## src/hw/rtl/coalesced_hash_map_assert.svh

```systemverilog
// Assertion macros for the coalesced hash map.
`ifndef COALESCED_HASH_MAP_ASSERT_SVH
`define COALESCED_HASH_MAP_ASSERT_SVH
`ifndef SYNTHESIS
`define CHM_ASSERT(lbl, prop, msg) \
  lbl: assert property (@(posedge clk_i) disable iff (!rst_ni) prop) else $error(msg);
`define CHM_ASSERT_NEVER(lbl, cond, msg) \
  lbl: assert property (@(posedge clk_i) disable iff (!rst_ni) !(cond)) else $error(msg);
`else
`define CHM_ASSERT(lbl, prop, msg)
`define CHM_ASSERT_NEVER(lbl, cond, msg)
`endif
`endif

```

## src/hw/rtl/chm_ram.sv

```systemverilog
// Generic simple dual-port RAM with registered read.
module chm_ram #(
  parameter int unsigned Width = 8,
  parameter int unsigned Depth = 256,
  localparam int unsigned AddrW = $clog2(Depth)
) (
  input  logic             clk_i,
  input  logic             we_i,
  input  logic [AddrW-1:0] waddr_i,
  input  logic [Width-1:0] wdata_i,
  input  logic             re_i,
  input  logic [AddrW-1:0] raddr_i,
  output logic [Width-1:0] rdata_o
);

  logic [Width-1:0] mem_q [Depth];
  logic [Width-1:0] rdata_q;

  always_ff @(posedge clk_i) begin
    if (we_i) begin
      mem_q[waddr_i] <= wdata_i;
    end
    if (re_i) begin
      rdata_q <= mem_q[raddr_i];
    end
  end

  assign rdata_o = rdata_q;

endmodule

```

## config.mk

```make
export PLATFORM = sky130hd
export DESIGN_NAME = chm_ram
export DESIGN_NICKNAME = d
export VERILOG_FILES = /design/src/hw/rtl/coalesced_hash_map_assert.svh /design/src/hw/rtl/chm_ram.sv
export SDC_FILE = /design/constraint.sdc
export NUM_CORES = 2
export LEC_CHECK = 0
export CAP_MARGIN = 40
export CORE_MARGIN = 4
export CORE_UTILIZATION = 60
export CTS_CLUSTER_SIZE = 24
export DETAILED_ROUTE_END_ITERATION = 7
export DONT_BUFFER_PORTS = 1
export GPL_ROUTABILITY_DRIVEN = 0
export PLACE_DENSITY = 0.76
export SKIP_CTS_REPAIR_TIMING = 1
export SLEW_MARGIN = 20
export SYNTH_ARGS = -nofsm -noshare
export SYNTH_HDL_FRONTEND = slang
export SYNTH_SLANG_ARGS = --single-unit
```

## constraint.sdc

```tcl
create_clock -name clk_i -period 3.9 [get_ports clk_i]
set_clock_uncertainty 0.05 [all_clocks]
set_input_delay 0.78 -clock clk_i [delete_from_list [all_inputs] [get_ports clk_i]]
set_output_delay 0.78 -clock clk_i [all_outputs]
set_load 0.1 [all_outputs]
```

# --- Word level (Yosys, flattened, before mapping) ---
# Memory sizes are Yosys's and may differ from the RTL's. A register that Yosys moved wholly into a read port is not among the register bits.
# Cells that the tools add are included.
word_totals:
  register_bits: 0
  ramBits: 2048
  in_bits: 27
  output_inout_bits: 8
  elab_cells: 3
  mem_count: 1
memory_table:
  columns: ["name", "words", "word_bits", "rd", "rd_ports_with_merged_regs", "write_ports", "line", "source"]
  rows:
  - ["mem_q", 256, 8, 1, 1, 1, "chm_ram.sv:16", "logic [Width-1:0] mem_q [Depth];"]
op_classes:
  muxes: 2
ops:
  columns: ["cell", "count"]
  rows:
  - ["$mux 1", 2]

# --- Depth between registers and ports, before layout ---
logic_depth:
  ltp_word: 2
  mapped_depth: 11
  mapped_depth_nobuf: 6

# --- Worst setup path after synthesis ---
# OpenSTA, ideal clock, no wires.
synth_timing:
  path_kind: "in2reg"
  start: "input port raddr_i[0]"
  end: "register rdata_q[2] (netlist: rdata_o[2]), read port of mem_q, data pin"
  setup_time_ps: 269
  arrival_time_ps: 2587
  t_required_ps: 3581
  path_slack_ps: 994
  path_stages: 9
  path_buffers: 4
  cell_sequence: "buf_6 -> buf_12 -> buf_8 -> buf_2 -> mux4_2 -> a22oi_1 -> a21oi_1 -> nor4_1 -> nor4_2"
synth_lines:
  columns: ["element", "line", "source"]
  rows:
  - ["start: declaration", "chm_ram.sv:12", "input logic [AddrW-1:0] raddr_i,"]
  - ["end: declaration", "chm_ram.sv:17", "logic [Width-1:0] rdata_q;"]

==> out/summary.txt <==
Main synth FF type: edfxtp_1
sequential cell area: 0.0617 mm²
starting density of the core: 60.5%
top cell type's share of synthesized area: 77.5%
Async SR Flop Fraction: 0%
Post-layout nets: 4023
layout cells sized above 1: 24.7%
PortBufs: 0
Tcrit/Tclk final: 91.9%
status: finished, final reports clean
Layout Utilization: 67.8%
largest net degree at the start of global routing: 579
Final Max Tran Viols: 0
unique cell type count in the Yosys netlist: 54
core area: 0.132 mm²
setup violators final: 0
Slew @ Worst Pin: 1180 ps
crit start category: input port
Critical Path AT: 4070 ps
Synth area leaders: edfxtp_1, mux4_2, mux2i_1
DRC Markers: 0
number of enable flip-flop cells after synthesis: 2056
FF+latch count, synth: 2056
VDD IR max: 0.000486 V
Hold WS: 31.8 ps
max cap viols: 0
Mean Syn Cell Area: 21.3 µm²
Crit Path Max Fanout: 61
footprint of the multi-input gates: 0.0165 mm²
initial antenna violation count: 1
crit path time final: 3580 ps
vias in the first global route: 40044
vias per inst: 6.79
setup tns final: 0 ps
Max clock buf depth: 3
post-synthesis sequential area ratio: 77.5%
Yosys top cell by area: edfxtp_1
row count: 133
# fillers: 7850
Reg clk slew, reported paths: 70 ps
Critical Path RT: 4390 ps
Leak: 28.0 nW
Die Area: 0.139 mm²
drt wl/cell: 32.6 µm
CTS tree: done
crit path capture type: register
worst setup path class: in2reg
PD cells: 497 mW/mm²
Layout area overhead: 12.0%
clock sink count: 2056
Routed WL: 193000 µm
drt first pass iters: 6
first-pass GRT wire length: 278000 µm
floorplan die height: 372 µm
synthesized area: 0.0796 mm²
Post-Layout Cell Count: 5911
Synth Instances: 3733
# H-tree levels: 4
GRT Overall Usage: 27.9%
Clock Latency Late Sink: 830 ps
post-detail-place hpwl: 104000 µm
Post-DRT Antenna Nets: 0
count of final hold-check violations: 0
Via Count: 40152
die width: 372 µm
# IOs: 35
cts bufs inserted: 190
Syn. warnings: 0
unrepaired setup endpoints after global routing: no
syn_nets: 3760
clock root buffer: clkbuf_16
relative slew slack: 21.6%
total congestion overflow: 0
DR iter-0 viols: 6097
dpl cells: 5533
fmax: 279 MHz
hold crit path type: in2reg
## per-stage QoR
step	area, µm²	total power [mW]	worst slack, ps
3_3_place_gp	82400	26.2	58.4
5_1_grt	89200	45.5	171
6_report	89200	44.3	317
4_1_cts	88800	44.2	999
3_5_place_dp	82700	26.3	275
2_1_floorplan	79600	26.1	994
## registers in the layout (all words and copies together) (netlist names)
signal / flops
rdata_o: 8
mem_q: 2048
## worst paths after layout
path,startpoint,to,slack (ps),depth (start not counted)
worst max-delay path,raddr_i[0],rdata_o[1],320,9
worst min-delay path,wdata_i[4],mem_q[69][4],30,0
worst max register to register,mem_q[101][7],rdata_o[7],900,8
worst min register to register,mem_q[33][5],rdata_o[5],1070,6
## cell usage after synthesis, types with 3 or more instances
library cell	number
buf_2	31
and2_1	6
buf_4	27
edfxtp_1	2056
a221oi_1	13
nor4_2	3
nand4_1	10
o22ai_1	28
nor3_1	22
o32ai_1	4
nand3_1	34
a22oi_1	133
o21ai_0	10
or2_2	4
o221ai_1	46
mux4_2	454
buf_6	21
a211oi_1	16
nand2b_1	8
nand2_1	33
buf_1	22
buf_8	13
nor2_1	282
o211ai_1	10
buf_12	8
nor4_1	24
a21oi_1	96
a22o_1	8
o22a_1	5
clkbuf_1	111
nor2b_1	31
mux2i_1	134
## per-layer routing
| metal | vias up | track usage [%] | share of wire [%] |
|---|---|---|---|
| li1 | 16209 | - | - |
| met1 | 20878 | 38.9 | 36 |
| met2 | 2598 | 43.6 | 48 |
| met3 | 467 | 6.52 | 11 |
| met4 | 0 | 11.0 | 4.4 |
| met5 | - | 0 | 0 |
## cell usage in the layout (no fill, tap or decap), types with 5 or more instances in the layout
master and n:
clkinv_8 5, bufinv_16 17, buf_4 271, a22oi_1 133, o211ai_1 10, clkbuf_16 199
o221ai_1 46, o21ai_0 10, nor2b_1 28, nor4_1 23, mux4_2 454, and2_1 6
buf_16 13, nand4_1 10, a211oi_1 14, dlygate4sd3_1 6, a221oi_1 13, a21oi_1 96
clkinv_1 54, clkbuf_1 43, nand3_1 34, o22ai_1 28, nor2_1 279, a22o_1 8
clkinv_2 29, nor3_1 22, o22a_1 5, nand2_1 33, nand2b_1 8, edfxtp_1 2056
mux2i_1 134
## critical path, stage by stage
cell,delay (ps)
buf_16,290
buf_16,420
buf_16,440
mux4_2,590
mux4_2,470
nor2_1,100
a2111oi_1,60
nor3_1,620
nor4_1,130
## where the power goes
group	total, mW	switching, mW	leakage, nW	internal [mW]
Combinational	1.71	0.932	6.51	0.775
Clock	18.2	7.95	2.96	10.3
Sequential	24.4	0.0389	18.5	24.4
Total	44.3	8.92	28.0	35.4
## cell type report
class | count | share of cell area, %
Clock buffer | 238 | 5.65
Timing Repair Buffer | 304 | 2.99
Multi-Input combinational cell | 1442 | 18.5
Antenna cell | 1 | 0.00281
Clock inverter | 113 | 1.17
Sequential cell | 2056 | 69.2
Tap cell | 1755 | 2.46
Inverter | 2 | 0.00842
## kinds of logic (layout without fill, tap and decap cells)
group	after synthesis	in the layout	synth area share [%]
flip-flops	2056	2056	77.5
buffers and inverters	235	657	1.83
multiplexers	591	591	14.6
AND/OR/NAND/NOR	466	466	2.63
other	0	1	0
AO/OA/AOI/OAI	385	385	3.42
No activity file was read; power rests on OpenSTA's default activity.
