`src/hw/rtl/coalesced_hash_map_assert.svh`:
```
// Assertion macros for the coalesced hash map.
`ifndef COALESCED_HASH_MAP_ASSERT_SVH
`define COALESCED_HASH_MAP_ASSERT_SVH
`ifndef SYNTHESIS
`define CHM_ASSERT(lbl, prop, msg) \
  lbl: assert property (@(posedge clk_i) disable iff (!rst_ni) prop) else $error(msg);
`define CHM_ASSERT_NEVER(lbl, cond, msg) \
  lbl: assert property (@(posedge clk_i) disable iff (!rst_ni) !(cond)) else $error(msg);
`else
`define CHM_ASSERT(lbl, prop, msg)
`define CHM_ASSERT_NEVER(lbl, cond, msg)
`endif
`endif

```
`src/hw/rtl/chm_pkg.sv`:
```
// Shared types and constants of the coalesced hash map.
package chm_pkg;

  localparam int unsigned TableSizeDef = 256;
  localparam int unsigned KeyW         = 16;
  localparam int unsigned ValW         = 31;

  typedef enum logic [1:0] {
    ACT_SEARCH = 2'd0,
    ACT_INSERT = 2'd1,
    ACT_ERASE  = 2'd2
  } act_e;

  typedef enum logic [1:0] {
    STS_OK   = 2'd0,
    STS_MISS = 2'd1,
    STS_FULL = 2'd2
  } sts_e;

  typedef struct packed {
    logic [1:0]      action;
    logic [KeyW-1:0] lookup_key;
    logic [ValW-1:0] entry_value;
  } req_t;

  typedef struct packed {
    logic [ValW-1:0] found_value;
    logic [1:0]      status;
  } rsp_t;

endpackage

```
`src/hw/rtl/chm_ctrl.sv`:
```
// Chain walker, probe sequencer and clearing pass of the coalesced hash map.
module chm_ctrl import chm_pkg::*; #(
  parameter int unsigned TableSize = TableSizeDef,
  localparam int unsigned IdxW  = $clog2(TableSize),
  localparam int unsigned SlotW = KeyW + ValW + IdxW + 2
) (
  input  logic             clk_i,
  input  logic             rst_ni,
  input  logic             in_valid_i,
  output logic             in_ready_o,
  input  req_t             in_data_i,
  output logic             out_valid_o,
  input  logic             out_ready_i,
  output rsp_t             out_data_o,
  output logic             mem_we_o,
  output logic [IdxW-1:0]  mem_waddr_o,
  output logic [SlotW-1:0] mem_wdata_o,
  output logic             mem_re_o,
  output logic [IdxW-1:0]  mem_raddr_o,
  input  logic [SlotW-1:0] mem_rdata_i
);

`include "coalesced_hash_map_assert.svh"

  typedef struct packed {
    logic            used;
    logic [KeyW-1:0] key;
    logic [ValW-1:0] value;
    logic            link_none;
    logic [IdxW-1:0] link;
  } slot_t;

  typedef enum logic [4:0] {
    S_CLEAR = 5'b00001,
    S_IDLE  = 5'b00010,
    S_WALK  = 5'b00100,
    S_PROBE = 5'b01000,
    S_LINK  = 5'b10000
  } state_e;

  localparam logic [IdxW-1:0] IdxMax = {IdxW{1'b1}};

  state_e          state_q, state_d;
  logic [IdxW-1:0] cnt_q, cnt_d;
  logic [IdxW-1:0] addr_q, addr_d;
  logic [IdxW-1:0] tail_addr_q, tail_addr_d;
  slot_t           tail_q, tail_d;
  logic [1:0]      op_q, op_d;
  logic [KeyW-1:0] key_q, key_d;
  logic [ValW-1:0] val_q, val_d;
  logic            out_valid_q, out_valid_d;
  rsp_t            out_q, out_d;

  slot_t           rd;
  slot_t           wr;
  logic            accept;
  logic            act_known;
  logic            hit;
  logic            last;

  assign rd        = slot_t'(mem_rdata_i);
  assign accept    = in_valid_i && in_ready_o;
  assign act_known = (in_data_i.action == ACT_SEARCH) || (in_data_i.action == ACT_INSERT) ||
                     (in_data_i.action == ACT_ERASE);
  assign hit       = rd.used && (rd.key == key_q);
  assign last      = rd.link_none || (cnt_q == IdxMax);

  assign in_ready_o  = (state_q == S_IDLE) && (!out_valid_q || out_ready_i);
  assign out_valid_o = out_valid_q;
  assign out_data_o  = out_q;
  assign mem_wdata_o = SlotW'(wr);

  always_comb begin
    state_d     = state_q;
    cnt_d       = cnt_q;
    addr_d      = addr_q;
    tail_addr_d = tail_addr_q;
    tail_d      = tail_q;
    op_d        = op_q;
    key_d       = key_q;
    val_d       = val_q;
    out_valid_d = out_valid_q;
    out_d       = out_q;
    mem_re_o    = 1'b0;
    mem_raddr_o = addr_q;
    mem_we_o    = 1'b0;
    mem_waddr_o = addr_q;
    wr          = rd;

    if (out_valid_q && out_ready_i) begin
      out_valid_d = 1'b0;
    end

    case (state_q)
      S_CLEAR: begin
        mem_we_o     = 1'b1;
        mem_waddr_o  = cnt_q;
        wr           = '0;
        wr.link_none = 1'b1;
        wr.link      = IdxMax;
        cnt_d        = cnt_q + 1'b1;
        if (cnt_q == IdxMax) begin
          state_d = S_IDLE;
        end
      end
      S_IDLE: begin
        if (accept) begin
          if (act_known) begin
            op_d        = in_data_i.action;
            key_d       = in_data_i.lookup_key;
            val_d       = in_data_i.entry_value;
            addr_d      = in_data_i.lookup_key[IdxW-1:0];
            mem_re_o    = 1'b1;
            mem_raddr_o = in_data_i.lookup_key[IdxW-1:0];
            cnt_d       = '0;
            state_d     = S_WALK;
          end else begin
            out_valid_d       = 1'b1;
            out_d.found_value = '0;
            out_d.status      = STS_MISS;
          end
        end
      end
      S_WALK: begin
        out_d.found_value = '0;
        out_d.status      = STS_OK;
        if (op_q == ACT_INSERT) begin
          if (!rd.used) begin
            mem_we_o    = 1'b1;
            wr.used     = 1'b1;
            wr.key      = key_q;
            wr.value    = val_q;
            out_valid_d = 1'b1;
            state_d     = S_IDLE;
          end else if (last) begin
            tail_addr_d = addr_q;
            tail_d      = rd;
            addr_d      = IdxW'({addr_q, 1'b1});
            mem_re_o    = 1'b1;
            mem_raddr_o = IdxW'({addr_q, 1'b1});
            cnt_d       = '0;
            state_d     = S_PROBE;
          end else begin
            addr_d      = rd.link;
            mem_re_o    = 1'b1;
            mem_raddr_o = rd.link;
            cnt_d       = cnt_q + 1'b1;
          end
        end else begin
          if (hit) begin
            if (op_q == ACT_SEARCH) begin
              out_d.found_value = rd.value;
            end else begin
              mem_we_o = 1'b1;
              wr.used  = 1'b0;
            end
            out_valid_d = 1'b1;
            state_d     = S_IDLE;
          end else if (last) begin
            out_d.status = STS_MISS;
            out_valid_d  = 1'b1;
            state_d      = S_IDLE;
          end else begin
            addr_d      = rd.link;
            mem_re_o    = 1'b1;
            mem_raddr_o = rd.link;
            cnt_d       = cnt_q + 1'b1;
          end
        end
      end
      S_PROBE: begin
        if (!rd.used) begin
          mem_we_o = 1'b1;
          wr.used  = 1'b1;
          wr.key   = key_q;
          wr.value = val_q;
          state_d  = S_LINK;
        end else if (cnt_q == IdxMax) begin
          out_d.found_value = '0;
          out_d.status      = STS_FULL;
          out_valid_d       = 1'b1;
          state_d           = S_IDLE;
        end else begin
          addr_d      = addr_q + 1'b1;
          mem_re_o    = 1'b1;
          mem_raddr_o = addr_q + 1'b1;
          cnt_d       = cnt_q + 1'b1;
        end
      end
      S_LINK: begin
        mem_we_o          = 1'b1;
        mem_waddr_o       = tail_addr_q;
        wr                = tail_q;
        wr.link_none      = 1'b0;
        wr.link           = addr_q;
        out_d.found_value = '0;
        out_d.status      = STS_OK;
        out_valid_d       = 1'b1;
        state_d           = S_IDLE;
      end
      default: begin
        state_d = S_IDLE;
      end
    endcase
  end

  always_ff @(posedge clk_i or negedge rst_ni) begin
    if (!rst_ni) begin
      state_q     <= S_CLEAR;
      cnt_q       <= '0;
      out_valid_q <= 1'b0;
    end else begin
      state_q     <= state_d;
      cnt_q       <= cnt_d;
      out_valid_q <= out_valid_d;
    end
  end

  always_ff @(posedge clk_i) begin
    addr_q      <= addr_d;
    tail_addr_q <= tail_addr_d;
    tail_q      <= tail_d;
    op_q        <= op_d;
    key_q       <= key_d;
    val_q       <= val_d;
    out_q       <= out_d;
  end

  `CHM_ASSERT_NEVER(a_rw_same_slot, mem_we_o && mem_re_o && (mem_waddr_o == mem_raddr_o), "read and write hit the same slot")
  `CHM_ASSERT(a_walk_after_accept, accept && act_known |=> state_q == S_WALK, "accepted item did not start a walk")
  `CHM_ASSERT(a_link_result, (state_q == S_LINK) |=> out_valid_q, "linked insert gave no result")
  `CHM_ASSERT_NEVER(a_link_to_tail, (state_q == S_LINK) && (addr_q == tail_addr_q), "tail linked to itself")
  `CHM_ASSERT_NEVER(a_clear_busy, (state_q == S_CLEAR) && in_ready_o, "item taken during clearing pass")

endmodule

```
`config.mk`:
```
export PLATFORM = sky130hd
export DESIGN_NAME = chm_ctrl
export DESIGN_NICKNAME = d
export VERILOG_FILES = /design/src/hw/rtl/chm_pkg.sv /design/src/hw/rtl/chm_ctrl.sv
export VERILOG_INCLUDE_DIRS = /design/src /design/src/hw/rtl
export SDC_FILE = /design/constraint.sdc
export NUM_CORES = 1
export LEC_CHECK = 0
export BUFFER_PORTS_ARGS = -buffer_cell sky130_fd_sc_hd__buf_2
export CORE_UTILIZATION = 43
export DETAILED_ROUTE_END_ITERATION = 10
export PLACE_DENSITY = 0.68
export SYNTH_ARGS = -nofsm -noshare
export SYNTH_HDL_FRONTEND = slang
export SYNTH_SLANG_ARGS = --single-unit
```
`constraint.sdc`:
```
create_clock -name clk_i -period 14.6 [get_ports clk_i]
set_clock_uncertainty 0.05 [all_clocks]
set_input_delay 3.65 -clock clk_i [delete_from_list [all_inputs] [get_ports clk_i]]
set_output_delay 3.65 -clock clk_i [all_outputs]
set_load 0.01 [all_outputs]
```
Word level (Yosys, flattened, before mapping) --
Index checks and enable logic that the tools add are counted.
Storage, ports and cells: word-level logic and storage cells 126, output and inout port bits 110, bits in registers 159, input port bits 110
Operators by class: equal/unequal tests 21, reduce and logical (&&, ||, !) cells 19, multiplexer cells 72, add/sub/neg operators 2
Operators by type and width (number):
- one-hot mux 48 bit (4 select lines) | 1
- two-way mux 33 bit | 5
- two-way mux 8 bit | 18
- one-hot mux 33 bit (4 select lines) | 1
- two-way mux 47 bit | 2
- two-way mux 31 bit | 2
- two-way mux 5 bit | 9
- one-hot mux 8 bit (4 select lines) | 1
- two-way mux 1 bit | 25
- one-hot mux 8 bit (3 select lines) | 1
- one-hot mux 5 bit (4 select lines) | 1
- one-hot mux 9 bit (2 select lines) | 1
- adder 8 x 1 -> 8 bit, second input constant | 2
- equality test 16 bit | 1
- one-hot mux 8 bit (2 select lines) | 1
- inequality test 2 bit, second input constant | 6
- inequality test 3 bit, second input constant | 3
- equality test 8 bit, second input constant | 1
- inequality test 4 bit, second input constant | 2
- AND reduction 4 bit | 2
- AND reduction 8 bit | 1
- nonzero test 4 bit | 2
- one-hot mux 1 bit (3 select lines) | 2
- equality test 5 x 1 -> 1 bit, second input constant | 1
- 15 further kinds | 23

Depth between registers and ports, before layout --
depth after elaboration 6, depth in mapped cells 10, depth with buffers taken out 7

Worst setup path after synthesis --
No wires, ideal clock.
path kind input to output, start input out_ready_i, end output mem_raddr_o[7], arrival 6.918 ns, path buffers 0, stages 6, data required time 10.900 ns, setup slack 3.982 ns, cell sequence nand2b_1 -> nand3_1 -> nor2_1 -> o2bb2ai_1 -> o32ai_1 -> o221ai_1
On the way: cells in the longest elaborated chain, start to end 5
Ends and longest elaborated chain:
- start, declared | RTL line chm_ctrl.sv:13 | input logic out_ready_i,
- logical OR 1 bit | RTL line chm_ctrl.sv:68 | assign in_ready_o = (state_q == S_IDLE) && (!out_valid_q || out_ready_i);
- logical AND 1 bit | RTL line chm_ctrl.sv:68
- logical AND 1 bit | RTL line chm_ctrl.sv:62 | assign accept = in_valid_i && in_ready_o;
- two-way mux 8 bit | RTL line chm_ctrl.sv:107 | if (accept) begin
- one-hot mux 8 bit (3 select lines)
- end, declared | RTL line chm_ctrl.sv:19 | output logic [IdxW-1:0] mem_raddr_o,
Every way passes these cells.

Final worst setup path --
start input mem_rdata_i[49], end output mem_raddr_o[2]
On the way: cells in the longest elaborated chain, start to end 5
Ends and longest elaborated chain:
- start, declared | RTL line chm_ctrl.sv:20 | input logic [SlotW-1:0] mem_rdata_i
- equality test 16 bit | RTL line chm_ctrl.sv:65 | assign hit = rd.used && (rd.key == key_q);
- logical AND 1 bit | RTL line chm_ctrl.sv:65
- two-way mux 8 bit | RTL line chm_ctrl.sv:150 | if (hit) begin
- two-way mux 8 bit
- one-hot mux 8 bit (3 select lines)
Every way passes these cells.

==> results.yml <==
worst_hold_path:
  min_path_type: "reg -> reg"
critical_path:
  crit_required_ps: 10900
  cp_slowest_cell: "o21ai_2"
  critPathMaxStageDelay_ps: 560
  crit_buf_inv: 2
  crit_family: "simple AND/OR/NAND/NOR gates"
  cp.arrival_ps: 6050
  crit_path_start_kind: "primary input"
  path_cells: "buf_2, xor2_1, nor4_1, nand4_1, o21ai_2, a211oi_1, nor3_1, buf_2"
  worstSetupPathType: "in -> out"
  cpMostUsedCell: "buf_2"
  cp-end-kind: "primary output"
  crit_fanout: 10
global_routing:
  grt.total_usage: 0.248
  grt_overflow: 0
  grt_start_max_net_pins: 56
  grt_pass1_wl_um: 33600
  grt_pass1_vias: 5717
  antenna_found_initial: 1
clocking:
  cts_sinks: 159
  holdBufCountCts: 0
  htree_levels: 4
  clk_pin_slew_worst_paths_ps: 60
  post_cts.resized_instances: 0
  cts_tree: "yes"
  cts-buffers-inserted: 17
  cts_setup_buffers: 0
  clk_latency_ps: 430
  clockRootBuffer: "clkbuf_16"
  max-clock-path-buffers: 2
floorplanning:
  ios: 220
  die_h_um: 135
  rows: 48
  core_area_sq_um: 17200
  initial_core_util: 0.440
  die_w_um: 135
  dieArea_sq_um: 18200
layout:
  drive_gt1_frac: 0.327
  diodes: 0
  final_net_count: 952
  stdcell_count: 1078
  synthToLayoutAreaGrowth_pct: 25.1
  fin_util: 0.550
route:
  drc_errors: 0
  routed_via_density: 5.84
  avgRoutedWirePerCell_um: 21.0
  drt_wl_total_um: 22600
  num_vias: 6298
  drt_iter0_markers: 796
  firstDrtPassIters: 6
  antenna_left: 0
flow_run:
  drv_cap: 0
run_status:
  status: "finished, final reports clean"
synthesis:
  synthFlopType: "edfxtp_1"
  seq_area_frac_synth: 0.610
  yosysWarnings: 0
  syn_avg_cell_area_sq_um: 12.0
  synthesis.nets: 746
  syn_inst: 634
  ys_seq_elements: 159
  synth.distinct_cells: 65
  netlist_area_sq_um: 7580
  synth-edff-count: 137
  ys_async_sr_fraction: 0.0881
timing:
  grt_setup_unrepaired: "false"
  slew_viol_final: 0
  relSlewSlack: 0.332
  setup_tns_ps: 0
  fin_ws_ps: 4850
  final.min_clock_period_ps: 9750
  fin_crit_sh: 0.668
  final-hold-violation-count: 0
  max_freq_mhz: 103
  tightest_slew_ps: 1000
  setup_viol: 0
pwr:
  power_mw: 1.49
  irDropWorstVdd_v: 0.0000963
  p_leak_nw: 3.94
  power.density_nw_per_um2: 157
place:
  place_congestion: 0.942
  dp.cells: 1046
  dp_hpwl_um: 15300
  port_buffers: 219
  dp_slack_ps: 4950
## final timing paths
path / start / end / slack (ps) / cells past startpoint
max: mem_rdata_i[49] / mem_raddr_o[2] / 4850 / 8
max reg2reg: key_q[9] / out_data_o[27] / 11390 / 6
min reg2reg: state_q[0] / state_q[0] / 520 / 1
max in group asynchronous: rst_ni / state_q[0] / 11150 / 1
min: state_q[0] / state_q[0] / 520 / 1
min in group asynchronous: rst_ni / cnt_q[0] / 3060 / 1
## layout make-up
| type | count | area, sq um |
|---|---|---|
| repair buffers | 225 | 1140 |
| clock inverters | 15 | 186 |
| flip-flops and latches | 159 | 4630 |
| fillers | 1479 | 7760 |
| inverters | 55 | 206 |
| clock buffers | 17 | 425 |
| multi-input cells | 382 | 2610 |
| well taps | 225 | 282 |
## registers in the layout (all words and copies together), names as in the netlist, 2 cells and up
name         flops
cnt_q            8
state_q          5
key_q           16
tail_q          47
val_q           31
out_data_o      33
op_q             2
tail_addr_q      8
addr_q           8
## synthesized netlist by cell type (3+ instances only)
master    number  area, sq um
a211oi_1       3         22.5
nor4_1         7         43.8
o21ai_1        8         40.0
and4_1         3         26.3
a22o_1         6         52.6
o211ai_1       8         60.1
buf_6          3         33.8
o221ai_1       5         43.8
xnor2_1        4         35.0
nor3_1         5         25.0
a222oi_1      47          470
edfxtp_1     137         4110
inv_1         55          206
dfxtp_1        8          160
nand3b_1       4         30.0
dfrtp_1       13          325
nand2b_1       3         18.8
nand3_1       20          100
buf_2         12         60.1
mux2i_1        8         80.1
nand4_1        4         25.0
a221o_1        5         50.1
nor2_1        27          101
nor2b_1        4         25.0
o22ai_1        4         25.0
o21ai_0       18         90.1
a22oi_1       10         75.1
xor2_1        20          175
a31oi_1        8         50.1
nand2_1       60          225
a21oi_1       18         90.1
and3_1         6         37.5
and2_1        31          194
nor3_2         3         30.0
clkbuf_1      22         82.6
## cell families (layout without fill, tap and decap cells)
group | after synthesis | after routing | synth area share
AND/OR/NAND/NOR | 190 | 190 | 0.135
flip-flops | 159 | 159 | 0.610
AO/OA/AOI/OAI | 156 | 156 | 0.159
buffers and inverters | 93 | 312 | 0.0510
XOR/XNOR | 24 | 24 | 0.0277
multiplexers | 10 | 10 | 0.0135
adder cells (fa/ha/maj) | 2 | 2 | 0.00330
## cell usage in the layout, fill, tap and decap left out, types with 10 or more instances in the layout
cell and n:
buf_2 219, edfxtp_1 137, nand2_1 60, inv_1 55, a222oi_1 47, and2_1 31, nor2_1 25, nand3_1 20
xor2_1 20, o21ai_0 18, clkbuf_16 17, a21oi_1 16, dfrtp_1 13, a22oi_1 10
## through the flow
| step | hold slack [ps] | cell area (sq um) |
|---|---|---|
| floorplan | 356 | 7580 |
| global route | 533 | 9480 |
| detailed placement | 507 | 8870 |
| global placement | 506 | 8870 |
| CTS | 514 | 9480 |
| finish | 515 | 9480 |
## power by group
group          internal, mW  total, mW  leakage, nW  switching, mW
clock                 0.247      0.453        0.297          0.207
combinational         0.151      0.402         2.16          0.251
sequential            0.575      0.633         1.49         0.0586
## layer usage
| layer | track usage | up-vias | routed length [um] |
|---|---|---|---|
| met5 | 0 | - | 8 |
| li1 | - | 2853 | - |
| met1 | 0.350 | 3023 | 9380 |
| met4 | 0.0930 | 2 | 460 |
| met3 | 0.0439 | 40 | 2180 |
| met2 | 0.383 | 380 | 10600 |
(Power assumes the default switching activity.)
